===== config.mk =====
export PLATFORM = sky130hd
export DESIGN_NAME = integer_field_formatter
export DESIGN_NICKNAME = d
export VERILOG_FILES = /design/src/hw/rtl/iff_pkg.sv /design/src/hw/rtl/iff_bcd_conv.sv /design/src/hw/rtl/iff_emit.sv /design/src/hw/rtl/integer_field_formatter.sv
export VERILOG_INCLUDE_DIRS = /design/src /design/src/hw/rtl
export SDC_FILE = /design/constraint.sdc
export NUM_CORES = 1
export LEC_CHECK = 0
export ABC_AREA = 0
export BUFFER_PORTS_ARGS = -buffer_cell sky130_fd_sc_hd__buf_2
export CAP_MARGIN = 25
export CELL_PAD_IN_SITES_DETAIL_PLACEMENT = 2
export CELL_PAD_IN_SITES_GLOBAL_PLACEMENT = 2
export CORE_ASPECT_RATIO = 0.9
export CORE_UTILIZATION = 44
export DETAILED_ROUTE_END_ITERATION = 10
export GPL_ROUTABILITY_DRIVEN = 0
export PLACE_DENSITY_LB_ADDON = 0.1
export SLEW_MARGIN = 20
export SYNTH_ARGS = -nofsm -noshare
export SYNTH_HDL_FRONTEND = slang
export SYNTH_SLANG_ARGS = --single-unit

===== constraint.sdc =====
create_clock -name clk -period 12.94 [get_ports clk]
set_input_delay 0.647 -clock clk [delete_from_list [all_inputs] [get_ports clk]]
set_output_delay 0.647 -clock clk [all_outputs]
set_load 0.01 [all_outputs]

===== src/hw/rtl/integer_field_formatter_assert.svh =====
// ----------------------------------------------------------------------------
// Integer field formatter assertion macros
// Clocked property checks, compiled out for synthesis.
// ----------------------------------------------------------------------------
`ifndef INTEGER_FIELD_FORMATTER_ASSERT_SVH
`define INTEGER_FIELD_FORMATTER_ASSERT_SVH
`ifndef SYNTHESIS
// check a property on every clock edge outside reset
`define IFF_ASSERT_CLK(name, prop, msg) \
    name: assert property (@(posedge clk) disable iff (!rst_n) prop) \
        else $error(msg);
// check that a condition never holds outside reset
`define IFF_ASSERT_NEVER(name, cond, msg) \
    name: assert property (@(posedge clk) disable iff (!rst_n) !(cond)) \
        else $error(msg);
`else
`define IFF_ASSERT_CLK(name, prop, msg)
`define IFF_ASSERT_NEVER(name, cond, msg)
`endif
`endif


===== src/hw/rtl/iff_pkg.sv =====
// ----------------------------------------------------------------------------
// Integer field formatter package
// Shared constants, codes, types and the digit-to-ASCII function.
// ----------------------------------------------------------------------------
package iff_pkg;

    localparam int IFF_MAX_WIDTH_DEF = 64;
    localparam int IFF_VAL_W         = 64;
    localparam int IFF_CNT_W         = 7;
    localparam int IFF_NDIG          = 22;
    localparam int IFF_DIG_IDX_W     = $clog2(IFF_NDIG);
    localparam int IFF_ND_W          = $clog2(IFF_NDIG + 1);
    localparam int IFF_BCD_DIG       = 20;
    localparam int IFF_HEX_DIG       = 16;

    // conversion kinds
    localparam logic [2:0] OP_SDEC = 3'd0;
    localparam logic [2:0] OP_UDEC = 3'd1;
    localparam logic [2:0] OP_OCT  = 3'd2;
    localparam logic [2:0] OP_HEXL = 3'd3;
    localparam logic [2:0] OP_HEXU = 3'd4;

    // argument sizes
    localparam logic [1:0] SZ_SHORT = 2'd0;
    localparam logic [1:0] SZ_INT   = 2'd1;

    // characters
    localparam logic [7:0] CH_NUL   = 8'h00;
    localparam logic [7:0] CH_ZERO  = 8'h30;
    localparam logic [7:0] CH_LA    = 8'h61;
    localparam logic [7:0] CH_UA    = 8'h41;
    localparam logic [7:0] CH_LX    = 8'h78;
    localparam logic [7:0] CH_UX    = 8'h58;
    localparam logic [7:0] CH_PLUS  = 8'h2B;
    localparam logic [7:0] CH_MINUS = 8'h2D;
    localparam logic [7:0] CH_SPACE = 8'h20;

    typedef logic [IFF_NDIG-1:0][3:0] iff_digits_t;

    typedef struct packed {
        logic                 start;
        logic [IFF_CNT_W-1:0] nbits;
    } iff_conv_req_t;

    // field layout as position boundaries along the output
    typedef struct packed {
        logic [IFF_CNT_W-1:0] b_sign;
        logic [IFF_CNT_W-1:0] b_pfx;
        logic [IFF_CNT_W-1:0] b_zero;
        logic [IFF_CNT_W-1:0] b_dig;
        logic [IFF_CNT_W-1:0] b_trail;
        logic [IFF_CNT_W-1:0] n_chars;
        logic [7:0]           sign_ch;
        logic [7:0]           x_ch;
        logic                 upper;
    } iff_layout_t;

    typedef struct packed {
        logic        start;
        iff_layout_t lay;
    } iff_emit_req_t;

    function automatic logic [7:0] digit_ascii(input logic [3:0] d, input logic upper);
        logic [7:0] base_ch;
        base_ch = upper ? CH_UA : CH_LA;
        if (d < 4'd10)
            return CH_ZERO + {4'b0, d};
        else
            return base_ch + {4'b0, d} - 8'd10;
    endfunction

endpackage


===== src/hw/rtl/iff_bcd_conv.sv =====
// ----------------------------------------------------------------------------
// Binary to BCD converter
// Shift-and-add-3 unit: one argument bit per cycle into twenty BCD digits.
// ----------------------------------------------------------------------------
module iff_bcd_conv (
    input  logic                                  clk,
    input  logic                                  rst_n,
    input  iff_pkg::iff_conv_req_t                req,
    input  logic [iff_pkg::IFF_VAL_W-1:0]         bin,
    output logic                                  busy,
    output logic [iff_pkg::IFF_BCD_DIG*4-1:0]     bcd
);
    import iff_pkg::*;

    logic                       busy_reg;
    logic [IFF_CNT_W-1:0]       cnt_reg;
    logic [IFF_VAL_W-1:0]       sh_reg;
    logic [IFF_BCD_DIG*4-1:0]   bcd_reg;
    logic [IFF_BCD_DIG*4-1:0]   bcd_adj;

    // add 3 to every digit of 5 or more before the shift
    always_comb
    begin
        logic [3:0] d;
        for (int i = 0; i < IFF_BCD_DIG; i++)
        begin
            d = bcd_reg[4*i +: 4];
            bcd_adj[4*i +: 4] = (d >= 4'd5) ? d + 4'd3 : d;
        end
    end

    // count down the argument bits
    always_ff @(posedge clk or negedge rst_n)
    begin
        if (!rst_n)
        begin
            busy_reg <= 1'b0;
            cnt_reg  <= '0;
        end
        else if (req.start)
        begin
            busy_reg <= 1'b1;
            cnt_reg  <= req.nbits;
        end
        else if (busy_reg)
        begin
            cnt_reg <= cnt_reg - IFF_CNT_W'(1);
            if (cnt_reg == IFF_CNT_W'(1))
                busy_reg <= 1'b0;
        end
    end

    // shift the next bit into the digit register
    always_ff @(posedge clk)
    begin
        if (req.start)
        begin
            sh_reg  <= bin;
            bcd_reg <= '0;
        end
        else if (busy_reg)
        begin
            sh_reg  <= {sh_reg[IFF_VAL_W-2:0], 1'b0};
            bcd_reg <= {bcd_adj[IFF_BCD_DIG*4-2:0], sh_reg[IFF_VAL_W-1]};
        end
    end

    assign busy = busy_reg;
    assign bcd  = bcd_reg;

endmodule


===== src/hw/rtl/iff_emit.sv =====
// ----------------------------------------------------------------------------
// Character emitter
// Walks the field one position per beat and drives the output register.
// ----------------------------------------------------------------------------
module iff_emit (
    input  logic                  clk,
    input  logic                  rst_n,
    input  iff_pkg::iff_emit_req_t req,
    input  iff_pkg::iff_digits_t  digits,
    input  logic                  out_stall,
    output logic                  busy,
    output logic                  out_valid,
    output logic [7:0]            ch,
    output logic                  has_char,
    output logic                  last
);
    import iff_pkg::*;

    logic                   busy_reg;
    logic [IFF_CNT_W-1:0]   pos_reg;
    iff_layout_t            lay_reg;
    logic                   out_valid_reg;
    logic [7:0]             ch_reg;
    logic                   has_char_reg;
    logic                   last_reg;

    logic [IFF_CNT_W-1:0]   dig_pos;
    logic [IFF_DIG_IDX_W-1:0] dig_sel;
    logic [3:0]             dig_val;
    logic [7:0]             pos_ch;
    logic                   load_ok;
    logic                   emit_now;
    logic                   is_empty;
    logic                   is_last;

    // pick the digit for this position, most significant first
    always_comb
    begin
        dig_pos = lay_reg.b_trail - IFF_CNT_W'(1) - pos_reg;
        dig_sel = dig_pos[IFF_DIG_IDX_W-1:0];
        dig_val = (dig_pos < IFF_CNT_W'(IFF_NDIG)) ? digits[dig_sel] : 4'd0;
    end

    // map the position onto its segment of the field
    always_comb
    begin
        priority if (pos_reg < lay_reg.b_sign)
            pos_ch = CH_SPACE;
        else if (pos_reg < lay_reg.b_pfx)
            pos_ch = lay_reg.sign_ch;
        else if (pos_reg < lay_reg.b_zero)
            pos_ch = (pos_reg == lay_reg.b_pfx) ? CH_ZERO : lay_reg.x_ch;
        else if (pos_reg < lay_reg.b_dig)
            pos_ch = CH_ZERO;
        else if (pos_reg < lay_reg.b_trail)
            pos_ch = digit_ascii(dig_val, lay_reg.upper);
        else
            pos_ch = CH_SPACE;
    end

    assign load_ok  = !out_valid_reg || !out_stall;
    assign emit_now = busy_reg && load_ok;
    assign is_empty = (lay_reg.n_chars == '0);
    assign is_last  = is_empty || (pos_reg == lay_reg.n_chars - IFF_CNT_W'(1));

    // advance the position and track the output beat
    always_ff @(posedge clk or negedge rst_n)
    begin
        if (!rst_n)
        begin
            busy_reg      <= 1'b0;
            pos_reg       <= '0;
            out_valid_reg <= 1'b0;
        end
        else
        begin
            if (req.start)
            begin
                busy_reg <= 1'b1;
                pos_reg  <= '0;
            end
            else if (emit_now)
            begin
                pos_reg <= pos_reg + IFF_CNT_W'(1);
                if (is_last)
                    busy_reg <= 1'b0;
            end

            if (emit_now)
                out_valid_reg <= 1'b1;
            else if (!out_stall)
                out_valid_reg <= 1'b0;
        end
    end

    // hold the layout and load the beat payload
    always_ff @(posedge clk)
    begin
        if (req.start)
            lay_reg <= req.lay;
        if (emit_now)
        begin
            ch_reg       <= is_empty ? CH_NUL : pos_ch;
            has_char_reg <= !is_empty;
            last_reg     <= is_last;
        end
    end

    assign busy      = busy_reg;
    assign out_valid = out_valid_reg;
    assign ch        = ch_reg;
    assign has_char  = has_char_reg;
    assign last      = last_reg;

endmodule


===== src/hw/rtl/integer_field_formatter.sv =====
// ----------------------------------------------------------------------------
// Integer field formatter
// Formats one integer argument as a printf-style field, one character a beat.
// ----------------------------------------------------------------------------
//  channel | direction | handshake             | payload
//  in      | sink      | in_valid / in_stall   | value, op, size, flags, width, precision
//  out     | source    | out_valid / out_stall | ch, has_char, last
//
//  After an accept the item passes the load, count, layout, bound and go steps and then
//  the emitter. Decimal adds a conversion step between load and count, where the BCD shift
//  unit runs one argument bit per cycle over 16, 32 or 64 bits by size.
//  in_stall is high from the cycle after an accept until the sequencer returns to idle
//  once the last output beat is loaded. out_stall freezes the emitter; the final beat
//  may wait while the next item enters. Reset is asynchronous and clears all control state.
// ----------------------------------------------------------------------------
`include "integer_field_formatter_assert.svh"

module integer_field_formatter #(
    parameter int MAX_WIDTH = iff_pkg::IFF_MAX_WIDTH_DEF
) (
    input  logic                          clk,
    input  logic                          rst_n,
    input  logic                          in_valid,
    output logic                          in_stall,
    input  logic [iff_pkg::IFF_VAL_W-1:0] value,
    input  logic [2:0]                    op,
    input  logic [1:0]                    size,
    input  logic                          left_justify,
    input  logic                          force_sign,
    input  logic                          space_sign,
    input  logic                          alternate,
    input  logic                          zero_pad,
    input  logic [6:0]                    width,
    input  logic                          has_precision,
    input  logic [5:0]                    precision,
    output logic                          out_valid,
    input  logic                          out_stall,
    output logic [7:0]                    ch,
    output logic                          has_char,
    output logic                          last
);
    import iff_pkg::*;

    localparam logic [6:0] MaxW    = 7'(MAX_WIDTH);
    localparam logic [5:0] MaxPrec = 6'(MAX_WIDTH - 2);

    typedef enum logic [2:0] {
        ST_IDLE,
        ST_LOAD,
        ST_CONV,
        ST_COUNT,
        ST_LAYOUT,
        ST_BOUND,
        ST_GO,
        ST_EMIT
    } state_t;

    state_t state_reg;

    logic                   accept;
    logic [IFF_VAL_W-1:0]   mask_in;
    logic [IFF_VAL_W-1:0]   v_in;
    logic [IFF_VAL_W-1:0]   mag_in;
    logic                   sgn_in;
    logic                   neg_in;
    logic                   oct_in;
    logic                   hex_in;
    logic [6:0]             width_in;
    logic [5:0]             prec_in;

    logic [IFF_VAL_W-1:0]   mag_reg;
    logic                   mzero_reg;
    logic                   neg_reg;
    logic                   sgn_reg;
    logic                   oct_reg;
    logic                   hex_reg;
    logic                   upper_reg;
    logic                   left_reg;
    logic                   plus_reg;
    logic                   space_reg;
    logic                   alt_reg;
    logic                   zpad_reg;
    logic                   hasp_reg;
    logic [6:0]             width_reg;
    logic [5:0]             prec_reg;
    logic [1:0]             size_reg;

    logic [IFF_ND_W-1:0]    nd_reg;
    logic [IFF_CNT_W-1:0]   zeros_reg;
    logic                   xflag_reg;
    logic                   sflag_reg;
    logic [7:0]             sign_ch_reg;
    logic [IFF_CNT_W-1:0]   total_reg;
    iff_layout_t            lay_reg;

    logic [IFF_CNT_W-1:0]   nbits;
    logic [IFF_VAL_W-1:0]   aligned;
    logic [IFF_VAL_W+1:0]   mag_ext;
    iff_digits_t            digits;
    logic [IFF_ND_W-1:0]    top_nd;
    logic [IFF_CNT_W-1:0]   nd7;
    logic [IFF_CNT_W-1:0]   zeros_c;
    logic [IFF_CNT_W-1:0]   total_c;
    logic [7:0]             sign_ch_c;
    logic                   xflag_c;
    logic                   sflag_c;
    iff_layout_t            lay_c;

    iff_conv_req_t          conv_req;
    logic                   conv_busy;
    logic [IFF_BCD_DIG*4-1:0] bcd;
    iff_emit_req_t          emit_req;
    logic                   emit_busy;

    assign in_stall = (state_reg != ST_IDLE);
    assign accept   = in_valid && !in_stall;

    // truncate or sign-extend the argument and take its magnitude
    always_comb
    begin
        unique case (size)
            SZ_SHORT: mask_in = {{(IFF_VAL_W-16){1'b0}}, 16'hFFFF};
            SZ_INT:   mask_in = {{(IFF_VAL_W-32){1'b0}}, 32'hFFFF_FFFF};
            default:  mask_in = '1;
        endcase
        sgn_in = (op == OP_SDEC);
        oct_in = (op == OP_OCT);
        hex_in = (op == OP_HEXL) || (op == OP_HEXU);
        v_in   = value & mask_in;
        if (sgn_in && (size == SZ_SHORT) && v_in[15])
            v_in = v_in | ~mask_in;
        if (sgn_in && (size == SZ_INT) && v_in[31])
            v_in = v_in | ~mask_in;
        neg_in   = sgn_in && v_in[IFF_VAL_W-1];
        mag_in   = neg_in ? (~v_in + IFF_VAL_W'(1)) : v_in;
        width_in = (width > MaxW) ? MaxW : width;
        if (!has_precision)
            prec_in = 6'd1;
        else
            prec_in = (precision > MaxPrec) ? MaxPrec : precision;
    end

    // align the magnitude to the top for the BCD unit
    always_comb
    begin
        unique case (size_reg)
            SZ_SHORT:
            begin
                nbits   = IFF_CNT_W'(16);
                aligned = mag_reg << (IFF_VAL_W - 16);
            end
            SZ_INT:
            begin
                nbits   = IFF_CNT_W'(32);
                aligned = mag_reg << (IFF_VAL_W - 32);
            end
            default:
            begin
                nbits   = IFF_CNT_W'(IFF_VAL_W);
                aligned = mag_reg;
            end
        endcase
    end

    // gather the digits of the chosen base, least significant first
    always_comb
    begin
        mag_ext = {2'b00, mag_reg};
        digits  = '0;
        if (oct_reg)
        begin
            for (int i = 0; i < IFF_NDIG; i++)
                digits[i] = {1'b0, mag_ext[3*i +: 3]};
        end
        else if (hex_reg)
        begin
            for (int i = 0; i < IFF_HEX_DIG; i++)
                digits[i] = mag_reg[4*i +: 4];
        end
        else
        begin
            for (int i = 0; i < IFF_BCD_DIG; i++)
                digits[i] = bcd[4*i +: 4];
        end
    end

    // find the highest nonzero digit
    always_comb
    begin
        top_nd = IFF_ND_W'(1);
        for (int i = 0; i < IFF_NDIG; i++)
        begin
            if (digits[i] != 4'd0)
                top_nd = IFF_ND_W'(i + 1);
        end
    end

    // work out sign, prefix and precision zeros
    always_comb
    begin
        nd7     = IFF_CNT_W'(nd_reg);
        zeros_c = ({1'b0, prec_reg} > nd7) ? {1'b0, prec_reg} - nd7 : '0;
        if (oct_reg && alt_reg && (zeros_c == '0) && !((nd_reg != '0) && mzero_reg))
            zeros_c = IFF_CNT_W'(1);
        xflag_c = hex_reg && alt_reg && !mzero_reg;
        sflag_c = sgn_reg && (neg_reg || plus_reg || space_reg);
        if (neg_reg)
            sign_ch_c = CH_MINUS;
        else if (plus_reg)
            sign_ch_c = CH_PLUS;
        else
            sign_ch_c = CH_SPACE;
        total_c = IFF_CNT_W'(sflag_c) + {5'b0, xflag_c, 1'b0} + zeros_c + nd7;
    end

    // place the padding and set the segment boundaries
    always_comb
    begin
        logic [IFF_CNT_W-1:0] pad;
        logic [IFF_CNT_W-1:0] lead;
        logic [IFF_CNT_W-1:0] zfill;
        logic [IFF_CNT_W-1:0] trail;
        logic                 zmode;
        pad   = (width_reg > total_reg) ? width_reg - total_reg : '0;
        zmode = zpad_reg && !hasp_reg;
        lead  = (!left_reg && !zmode) ? pad : '0;
        zfill = (!left_reg && zmode) ? pad : '0;
        trail = left_reg ? pad : '0;
        lay_c.b_sign  = lead;
        lay_c.b_pfx   = lead + IFF_CNT_W'(sflag_reg);
        lay_c.b_zero  = lay_c.b_pfx + {5'b0, xflag_reg, 1'b0};
        lay_c.b_dig   = lay_c.b_zero + zfill + zeros_reg;
        lay_c.b_trail = lay_c.b_dig + IFF_CNT_W'(nd_reg);
        lay_c.n_chars = lay_c.b_trail + trail;
        lay_c.sign_ch = sign_ch_reg;
        lay_c.x_ch    = upper_reg ? CH_UX : CH_LX;
        lay_c.upper   = upper_reg;
    end

    // sequence one item through the shared units
    always_ff @(posedge clk or negedge rst_n)
    begin
        if (!rst_n)
            state_reg <= ST_IDLE;
        else
        begin
            unique case (state_reg)
                ST_IDLE:   if (accept) state_reg <= ST_LOAD;
                ST_LOAD:   state_reg <= (oct_reg || hex_reg) ? ST_COUNT : ST_CONV;
                ST_CONV:   if (!conv_busy) state_reg <= ST_COUNT;
                ST_COUNT:  state_reg <= ST_LAYOUT;
                ST_LAYOUT: state_reg <= ST_BOUND;
                ST_BOUND:  state_reg <= ST_GO;
                ST_GO:     state_reg <= ST_EMIT;
                ST_EMIT:   if (!emit_busy) state_reg <= ST_IDLE;
            endcase
        end
    end

    // capture the item and the per-stage results
    always_ff @(posedge clk)
    begin
        if (accept)
        begin
            mag_reg   <= mag_in;
            mzero_reg <= (v_in == '0);
            neg_reg   <= neg_in;
            sgn_reg   <= sgn_in;
            oct_reg   <= oct_in;
            hex_reg   <= hex_in;
            upper_reg <= (op == OP_HEXU);
            left_reg  <= left_justify;
            plus_reg  <= force_sign;
            space_reg <= space_sign;
            alt_reg   <= alternate;
            zpad_reg  <= zero_pad;
            hasp_reg  <= has_precision;
            width_reg <= width_in;
            prec_reg  <= prec_in;
            size_reg  <= size;
        end
        if (state_reg == ST_COUNT)
            nd_reg <= (mzero_reg && (prec_reg == '0)) ? '0 : top_nd;
        if (state_reg == ST_LAYOUT)
        begin
            zeros_reg   <= zeros_c;
            xflag_reg   <= xflag_c;
            sflag_reg   <= sflag_c;
            sign_ch_reg <= sign_ch_c;
            total_reg   <= total_c;
        end
        if (state_reg == ST_BOUND)
            lay_reg <= lay_c;
    end

    assign conv_req.start = (state_reg == ST_LOAD) && !oct_reg && !hex_reg;
    assign conv_req.nbits = nbits;
    assign emit_req.start = (state_reg == ST_GO);
    assign emit_req.lay   = lay_reg;

    iff_bcd_conv u_bcd_conv (
        .clk   (clk),
        .rst_n (rst_n),
        .req   (conv_req),
        .bin   (aligned),
        .busy  (conv_busy),
        .bcd   (bcd)
    );

    iff_emit u_emit (
        .clk       (clk),
        .rst_n     (rst_n),
        .req       (emit_req),
        .digits    (digits),
        .out_stall (out_stall),
        .busy      (emit_busy),
        .out_valid (out_valid),
        .ch        (ch),
        .has_char  (has_char),
        .last      (last)
    );

    // check sequencing of the shared units
    `IFF_ASSERT_CLK(a_accept_when_free, (accept) |-> (!conv_busy && !emit_busy), "item taken while a unit is busy")
    `IFF_ASSERT_CLK(a_conv_in_conv_state, (conv_busy) |-> (state_reg == ST_CONV), "BCD unit runs outside its step")
    `IFF_ASSERT_NEVER(a_units_exclusive, conv_busy && emit_busy, "BCD unit and emitter overlap")
    `IFF_ASSERT_CLK(a_empty_beat_last, (out_valid && !has_char) |-> last, "empty beat not marked last")

endmodule


# Word-level counts from Yosys, hierarchy flattened
# Cells that the tools add are included.
word_totals:
  register_bits: 412
  latch_bits: 0
  mem_bits_rw: 0
  mem_bits_ro: 0
  in_bits: 92
  out_inout_bits: 12
  word_cells: 316
  n_memories: 0
classes:
  n_addsub: 40
  mul: 0
  div_mod_pow: 0
  order_cmp: 32
  n_eq_ne: 19
  shifts: 0
  n_mux: 90
  bitwise_logic: 5
  reduce_logical: 76
op_table:
  columns: ["operator", "count"]
  rows:
  - ["64-bit two-way mux", 6]
  - ["64-bit one-hot mux with 2 select lines", 2]
  - ["64-bit NOT", 2]
  - ["64-bit OR", 2]
  - ["5-bit two-way mux", 21]
  - ["4-bit two-way mux", 22]
  - ["4-bit nonzero test", 21]
  - ["4-bit by 3-bit >= comparator with 1-bit output, second input constant", 20]
  - ["80-bit two-way mux", 1]
  - ["4-bit by 2-bit adder with 4-bit output, second input constant", 19]
  - ["7-bit two-way mux", 10]
  - ["64-bit by 1-bit adder with 64-bit output, second input constant", 1]
  - ["64-bit bitwise AND", 1]
  - ["64-bit zero test", 1]
  - ["8-bit two-way mux", 6]
  - ["7-bit less-than comparator", 5]
  - ["6-bit two-way mux", 4]
  - ["3-bit one-hot mux with 8 select lines", 1]
  - ["7-bit adder", 3]
  - ["7-bit by 1-bit subtractor with 7-bit output, second input constant", 3]
  - ["4-bit binary-select mux with 5-bit select", 1]
  - ["1-bit logical AND", 20]
  - ["16-bit two-way mux", 1]
  - ["3-bit equality test, second input constant", 5]
  - ["43 further kinds", 84]

# Depth between registers and ports, before layout
# Gate-level depths: netlist of run 1.
depth:
  ltp_word: 24
  ltp_mapped: 31
  depth_no_buf: 31

# Hierarchy
# Synthesis of run 1 repeated with hierarchy kept, for this count alone.
unflattened:
  hier_cells: 2482
  area_unflattened_um2: 24770.0
by_module_without_submodules:
  columns: ["module", "instances", "cells_per_inst", "area_per_inst_um2", "seq_area_each_um2"]
  rows:
  - ["integer_field_formatter", 1, 1281, 11965.2, 4909.7]
  - ["iff_bcd_conv", 1, 802, 7900.1, 3723.6]
  - ["iff_emit", 1, 399, 4904.7, 2297.2]

# Worst setup path after synthesis of run 1
# OpenSTA, ideal clock, no wires.
synth_timing:
  path_type: "flip-flop to flip-flop"
  from: "register width_reg[1]"
  to: "register lay_reg (netlist bit emit_req[23]) (data pin)"
  setup_ps: 259
  t_arrival_ps: 5429
  required_time_ps: 12681
  slack_ps: 7252
  path_stages_with_launch: 28
  n_path_buf: 0
  synth_period_minus_slack_ps: 5688
  path_cell_list: "edfxtp_1 ha_1 and2b_2 o221ai_2 a21o_2 nand2b_1 a21oi_1 nor2_1 and2_1 ha_1 ha_1 ha_1 inv_1 fa_1 inv_1 ha_1 fa_1 xor2_1 ha_1 inv_1 o21ai_0 xor2_1 ha_1 inv_1 o21bai_1 a21oi_1 xor2_1 xnor2_1"
synth_rtl:
  columns: ["item", "line_no", "source"]
  rows:
  - ["start: declaration", "integer_field_formatter.sv:84", "logic [6:0] width_reg;"]
  - ["start signal: assignment", "integer_field_formatter.sv:278", "width_reg <= width_in;"]
  - ["end signal: assignment", "integer_field_formatter.sv:293", "lay_reg <= lay_c;"]
  - ["end: declaration", "integer_field_formatter.sv:94", "iff_layout_t lay_reg;"]

==> reports/summary.txt, run 1 <==
Die Height - 221 um
detailed-route via count - 19.8k
Seq/Total Area, Yosys - 0.448
CTS Buffer Depth - 3
ys flop type - edfxtp_1
most used cell, CP - ha_1
GRT Resource Usage Total - 0.324
CTS H-tree depth - 2
Sink Count - 380
GRT overflow - 0
launch point of the worst path - width_reg[1]$_SDFFCE_PN0P_
Antenna Nets Post-Route - 0
final hold slack - 0.0673 ns
pre-CTS setup slack - 6.35 ns
Setup Fix Bufs, Post-CTS - 0
vias in the first global route - 21.5k
fin crit period - 6.99 ns
Synth warnings - 0
Via density - 6.15
asr flop ratio synth - 0.0526
P_leak - 10.3 nW
max incr delay on CP - 0.53 ns
critical path type - reg -> reg
CP Data Required Time - 13.27 ns
Post-DP HPWL - 62.2 mm
Mapped Cells - 2433
Detailed Routing Iterations Pass 1 - 5
max-slew violation count - 0
Max stage delay cell, worst path - fa_1
CTS root buffer - clkbuf_16
Max transition margin - 0.289
setup TNS - 0 ns
worst min path class - in -> async
max reg flops - 80
number of max-cap violations - 0
most common cell after layout, fill and taps aside - edfxtp_1
critical path capture point type - register
Final Setup Violations - 0
post-DR wirelength/cell - 27.4 um
Setup crit start kind - register
hold buffer count at CTS - 0
Gates resized, CTS repair - 0
Core Rows - 79
Power per Cell Area - 201 nW/um^2
pin count of the biggest net entering global routing - 97
Synth Net Count - 2663
Final Cycle Share - 0.540
CP Max Fanout - 4
synthesized area - 23500 sq um
fmax - 143 MHz
initial antenna violation count - 2
CTS Buf Count - 44
GRT met3 Usage - 0.0426
final WL - 88.1 mm
Max VDD drop - 0.215 mV
worst-skew pair later-pin latency - 0.60 ns
Starting Density - 0.449
Syn Area/Cell - 9.64 sq um
clock-pin slew of the registers on the worst-case setup and hold paths - 0.07 ns
filler cell count in the final layout - 5405
die area - 54200 sq um
Final Non-Filler Cells - 3220
nets@finish - 2726
Least-Margin Pin Slew - 1.07 ns
Storage cell area - 10500 sq um
area occupied by multi-input gates - 11900 sq um
M2 GR Usage - 0.529
r2r startpoint - width_reg[1]$_SDFFCE_PN0P_
number of enable flip-flop cells after synthesis - 280
Cells after DPL - 3135
Worst Slack Setup Final - 5.95 ns
outcome - complete, no violations
met1 Track Usage GR - 0.450
final hold vios - 0
Clock Skew - 0.0294 ns
core area - 52200 sq um
crit path DAT - 7.32 ns
Die X - 245 um
I/O pin total - 104
busiest grt layer - met2
RSZ-0062 raised after global routing - no
DRT iter0 DRCs - 1515
flop and latch count out of synthesis - 380
CTS tree - done
Port-buffer cells - 102
layout cells sized above 1 - 0.110
DRC violation count after routing - 0
Syn-to-layout area delta - 11.6%
ANT cells - 0
most frequent cells in the layout - 280 x edfxtp_1, 242 x nand2_1, 228 x nor2_1
first-pass GRT wire length - 134 mm
Cell variety after synth - 88
logic make-up (layout without fill, tap and decap cells):
group / Yosys count / in the layout / synth area share
xor+xnor: 133 / 133 / 0.0509
mux: 143 / 143 / 0.0695
other cells: 1 / 1 / 0.000160
buf+inv: 274 / 373 / 0.0460
flops: 380 / 380 / 0.448
fa+ha+maj: 138 / 138 / 0.0784
compound gates: 599 / 599 / 0.154
simple gates: 765 / 765 / 0.153
cell usage after synthesis, types with 13 or more instances:
| master | count | area, sq um |
|---|---|---|
| xor2_1 | 39 | 342 |
| nor4_1 | 21 | 131 |
| a21o_1 | 16 | 120 |
| nor2_1 | 230 | 863 |
| xnor2_1 | 91 | 797 |
| ha_1 | 123 | 1540 |
| fa_1 | 15 | 300 |
| o2111ai_1 | 13 | 114 |
| buf_2 | 17 | 85.1 |
| clkbuf_1 | 80 | 300 |
| o211ai_1 | 16 | 120 |
| inv_1 | 161 | 604 |
| edfxtp_1 | 280 | 8410 |
| mux4_2 | 13 | 293 |
| nor3_1 | 46 | 230 |
| o31ai_1 | 14 | 105 |
| nor3b_1 | 24 | 180 |
| a21oi_1 | 199 | 996 |
| mux2_2 | 29 | 327 |
| nand3_1 | 44 | 220 |
| nand2b_1 | 41 | 257 |
| mux2i_1 | 101 | 1010 |
| dfrtp_1 | 20 | 500 |
| and2_1 | 31 | 194 |
| o21ai_0 | 201 | 1010 |
| nand2_1 | 243 | 912 |
| a22oi_1 | 22 | 165 |
| a211oi_1 | 26 | 195 |
| nor2b_1 | 29 | 181 |
| dfxtp_1 | 80 | 1600 |
final timing paths:
check | to | slack (ns) | cells after the start
worst max-delay path | emit_req[23]$_DFFE_PP_ | 5.95 | 30
worst min-delay path | u_bcd_conv.cnt_reg[6]$_DFFE_PN0P_ | 0.07 | 1
worst max register to register | emit_req[23]$_DFFE_PP_ | 5.95 | 30
worst min register to register | u_emit.lay_reg[51]$_DFFE_PP_ | 0.42 | 0
max in group asynchronous | u_bcd_conv.busy$_DFF_PN0_ | 12.45 | 1
min in group clk | alt_reg$_DFFE_PP_ | 0.24 | 1
critical path, delay by kind of cell (launching register included):
kind	cells	cell delay (ns)
compound gates	6	1.07
xor+xnor	4	0.74
fa+ha+maj	7	2.44
buf+inv	3	0.26
flops	1	0.42
simple gates	10	1.81
power breakdown:
group	leakage, nW	total, mW	internal (mW)	switching (mW)
clock network	0.743	1.36	0.806	0.554
registers	3.48	1.96	1.66	0.302
logic	6.05	1.95	0.720	1.23
total	10.3	5.27	3.18	2.09
layer usage:
| metal | up-vias | share of wire |
|---|---|---|
| met1 | 10200 | 0.45 |
| met3 | 145 | 0.056 |
| met2 | 643 | 0.47 |
| met4 | 2 | 0.024 |
| li1 | 8820 | - |
| met5 | - | 0.00018 |
metrics by stage:
step	power [mW]	instance area [sq um]	util
finish	5.27	26200	0.501
global route	5.53	26200	0.501
CTS	5.27	26100	0.501
detailed placement	3.83	24600	0.471
global placement	3.61	24600	0.471
floorplan	3.16	23500	-
final cells by class:
class	count	share of cell area
multi-input combinational	1779	0.455
sequential	380	0.402
clock buffer	61	0.0484
tap	688	0.0329
timing repair buffer	128	0.0284
inverter	163	0.0234
clock inverter	21	0.0104
Note: power is estimated with default switching activity, not from simulation.
==> run 2, diff against run 1 <==
--- a/config.mk
+++ b/config.mk
@@ -12,7 +12,7 @@
 export CELL_PAD_IN_SITES_DETAIL_PLACEMENT = 2
 export CELL_PAD_IN_SITES_GLOBAL_PLACEMENT = 2
 export CORE_ASPECT_RATIO = 0.9
-export CORE_UTILIZATION = 44
+export CORE_UTILIZATION = 37
 export DETAILED_ROUTE_END_ITERATION = 10
 export GPL_ROUTABILITY_DRIVEN = 0
 export PLACE_DENSITY_LB_ADDON = 0.1
==> constraint.sdc (replaced) <==
create_clock -name clk -period 6 [get_ports clk]
set_input_delay 0.3 -clock clk [delete_from_list [all_inputs] [get_ports clk]]
set_output_delay 0.3 -clock clk [all_outputs]
set_load 0.01 [all_outputs]
==> run 2 against run 1 <==
The flow now finishes with violations (negative setup slack). Final cell count up 6.7%. Core utilization down 6.7 points. Worst setup slack worse by 6.1 ns. Maximum frequency up 14%. Count of clock-buffer cells in the layout up 5. Via count down 1.4%. Total power up 110%. Register-to-register slack worse by 6.1 ns.
==> reports/summary.txt, run 2 (synthesized netlist as in run 1, its figures left out) <==
outcome - complete, but fails checks
failing checks - negative setup slack
Combinational Power Share - 0.364
crit path DAT - 6.46 ns
Antenna Nets Post-Route - 0
worst min path class - in -> reg
most frequent cells in the layout - 280 x edfxtp_1, 241 x nand2_1, 223 x nor2_1
CTS tree - done
initial antenna violation count - 9
Port-buffer cells - 102
Sink Count - 380
CTS H-tree depth - 2
Cells after DPL - 3316
DRT iter0 DRCs - 1393
Clock Skew - 0.0318 ns
Via density - 5.68
pin count of the biggest net entering global routing - 90
Syn-to-layout area delta - 16.1%
power share of the clock group - 0.266
max-slew violation count - 0
max reg flops - 80
GRT overflow - 0
P_leak - 10.6 nW
Flop pwr share - 0.370
number of max-cap violations - 0
met1 Track Usage GR - 0.381
CP Max Fanout - 4
GRT met3 Usage - 0.0351
Die Height - 241 um
nets@finish - 2782
Die X - 267 um
cell internal pwr - 7.00 mW
max incr delay on CP - 0.66 ns
I/O pin total - 104
DRC violation count after routing - 0
CTS root buffer - clkbuf_16
area occupied by multi-input gates - 12300 sq um
clock-pin slew of the registers on the worst-case setup and hold paths - 0.07 ns
Max transition margin - 0.275
Max stage delay cell, worst path - fa_1
CTS Buf Count - 46
detailed-route via count - 19.5k
CP Data Required Time - 6.32 ns
Power per Cell Area - 416 nW/um^2
Starting Density - 0.374
Least-Margin Pin Slew - 1.09 ns
most common cell after layout, fill and taps aside - edfxtp_1
CTS Buffer Depth - 3
fmax - 163 MHz
Setup crit start kind - register
die area - 64400 sq um
Core Rows - 87
first-pass GRT wire length - 127 mm
M2 GR Usage - 0.407
Final Setup Violations - 1
Final Cycle Share - 1.02
Detailed Routing Iterations Pass 1 - 6
total power - 11.3 mW
critical path type - reg -> reg
Switching Fraction - 0.382
Final Non-Filler Cells - 3436
GRT Resource Usage Total - 0.260
filler cell count in the final layout - 6692
worst-skew pair later-pin latency - 0.60 ns
Storage cell area - 10500 sq um
final WL - 85.4 mm
busiest grt layer - met2
Max VDD drop - 0.210 mV
layout cells sized above 1 - 0.141
critical path capture point type - register
vias in the first global route - 20.7k
core area - 62700 sq um
pre-CTS setup slack - -0.252 ns
final hold vios - 0
Worst Slack Setup Final - -0.143 ns
P_sw - 4.33 mW
fin crit period - 6.14 ns
Post-DP HPWL - 60.7 mm
post-DR wirelength/cell - 24.8 um
-- run 2: changes by cell type in the layout (fill, tap and decap cells not counted), moves of 7 or more --
| cell | delta |
|---|---|
| ha_4 | +8 |
| xnor2_1 | -8 |
| buf_4 | +37 |
| dlygate4sd3_1 | +17 |
| a21oi_1 | -7 |
| ha_1 | -10 |
-- run 2: path summary, 6_finish.rpt --
path | to | slack, ns | start | cells past startpoint
min | width_reg[4]$_SDFFCE_PN0P_ | 0.02 | width[4] | 2
max | emit_req[23]$_DFFE_PP_ | -0.14 | total_reg[1]$_DFFE_PN_ | 30
min in group asynchronous | u_bcd_conv.cnt_reg[4]$_DFFE_PN0P_ | 0.26 | rst_n | 2
min reg2reg | u_emit.lay_reg[6]$_DFFE_PP_ | 0.42 | emit_req[6]$_DFFE_PP_ | 0
max in group asynchronous | u_bcd_conv.busy$_DFF_PN0_ | 5.29 | rst_n | 2
max reg2reg | emit_req[23]$_DFFE_PP_ | -0.14 | total_reg[1]$_DFFE_PN_ | 30
-- run 2: cell type report --
cell class / count / area share
well taps: 845 / 0.0388
repair buffers: 182 / 0.0441
diodes: 1 / 0.0000919
multi-input cells: 1779 / 0.450
flip-flops and latches: 380 / 0.386
inverters: 163 / 0.0225
clock inverters: 20 / 0.00960
clock buffers: 66 / 0.0492
-- run 2: metal layers --
layer	share of wire	up-vias
met4	0.019	14
li1	-	8914
met1	0.47	9985
met2	0.45	491
met5	0.0011	-
met3	0.055	109
-- run 2: critical path, delay by kind of cell, from the launching register on --
| kind | cells | cell delay [ns] |
|---|---|---|
| fa+ha+maj | 6 | 1.95 |
| xor+xnor | 6 | 1.11 |
| compound gates | 6 | 0.99 |
| simple gates | 6 | 0.80 |
| buf+inv | 6 | 0.60 |
| flops | 1 | 0.42 |
-- run 2: repair_timing --
item                       CTS  global route
hold endpoints to repair    36             0
hold buffers                17             0
setup buffers                9             5
pin swaps                   13            22
resized for setup           20            47
setup endpoints to repair    2             3
-- run 2: per-stage QoR --
step	cell area (sq um)	hold WS (ns)	setup TNS, ns	util
after floorplan	23500	0.00441	0	-
after global placement	25000	0.329	0	0.398
after detailed placement	25000	0.351	-0.252	0.398
after CTS	26900	0.00233	0	0.430
after global routing	27200	0.0365	-0.228	0.434
final	27200	0.0208	-0.143	0.434
-- run 2: power by group through the flow --
stage / clock network [mW] / logic [mW] / registers (mW)
CTS: 3.06 / 4.06 / 4.19
detailed placement: 0 / 3.97 / 4.23
global placement: 0 / 3.71 / 4.18
global route: 3.15 / 4.57 / 4.27
floorplan: 0 / 2.84 / 3.97
finish: 3.01 / 4.13 / 4.19
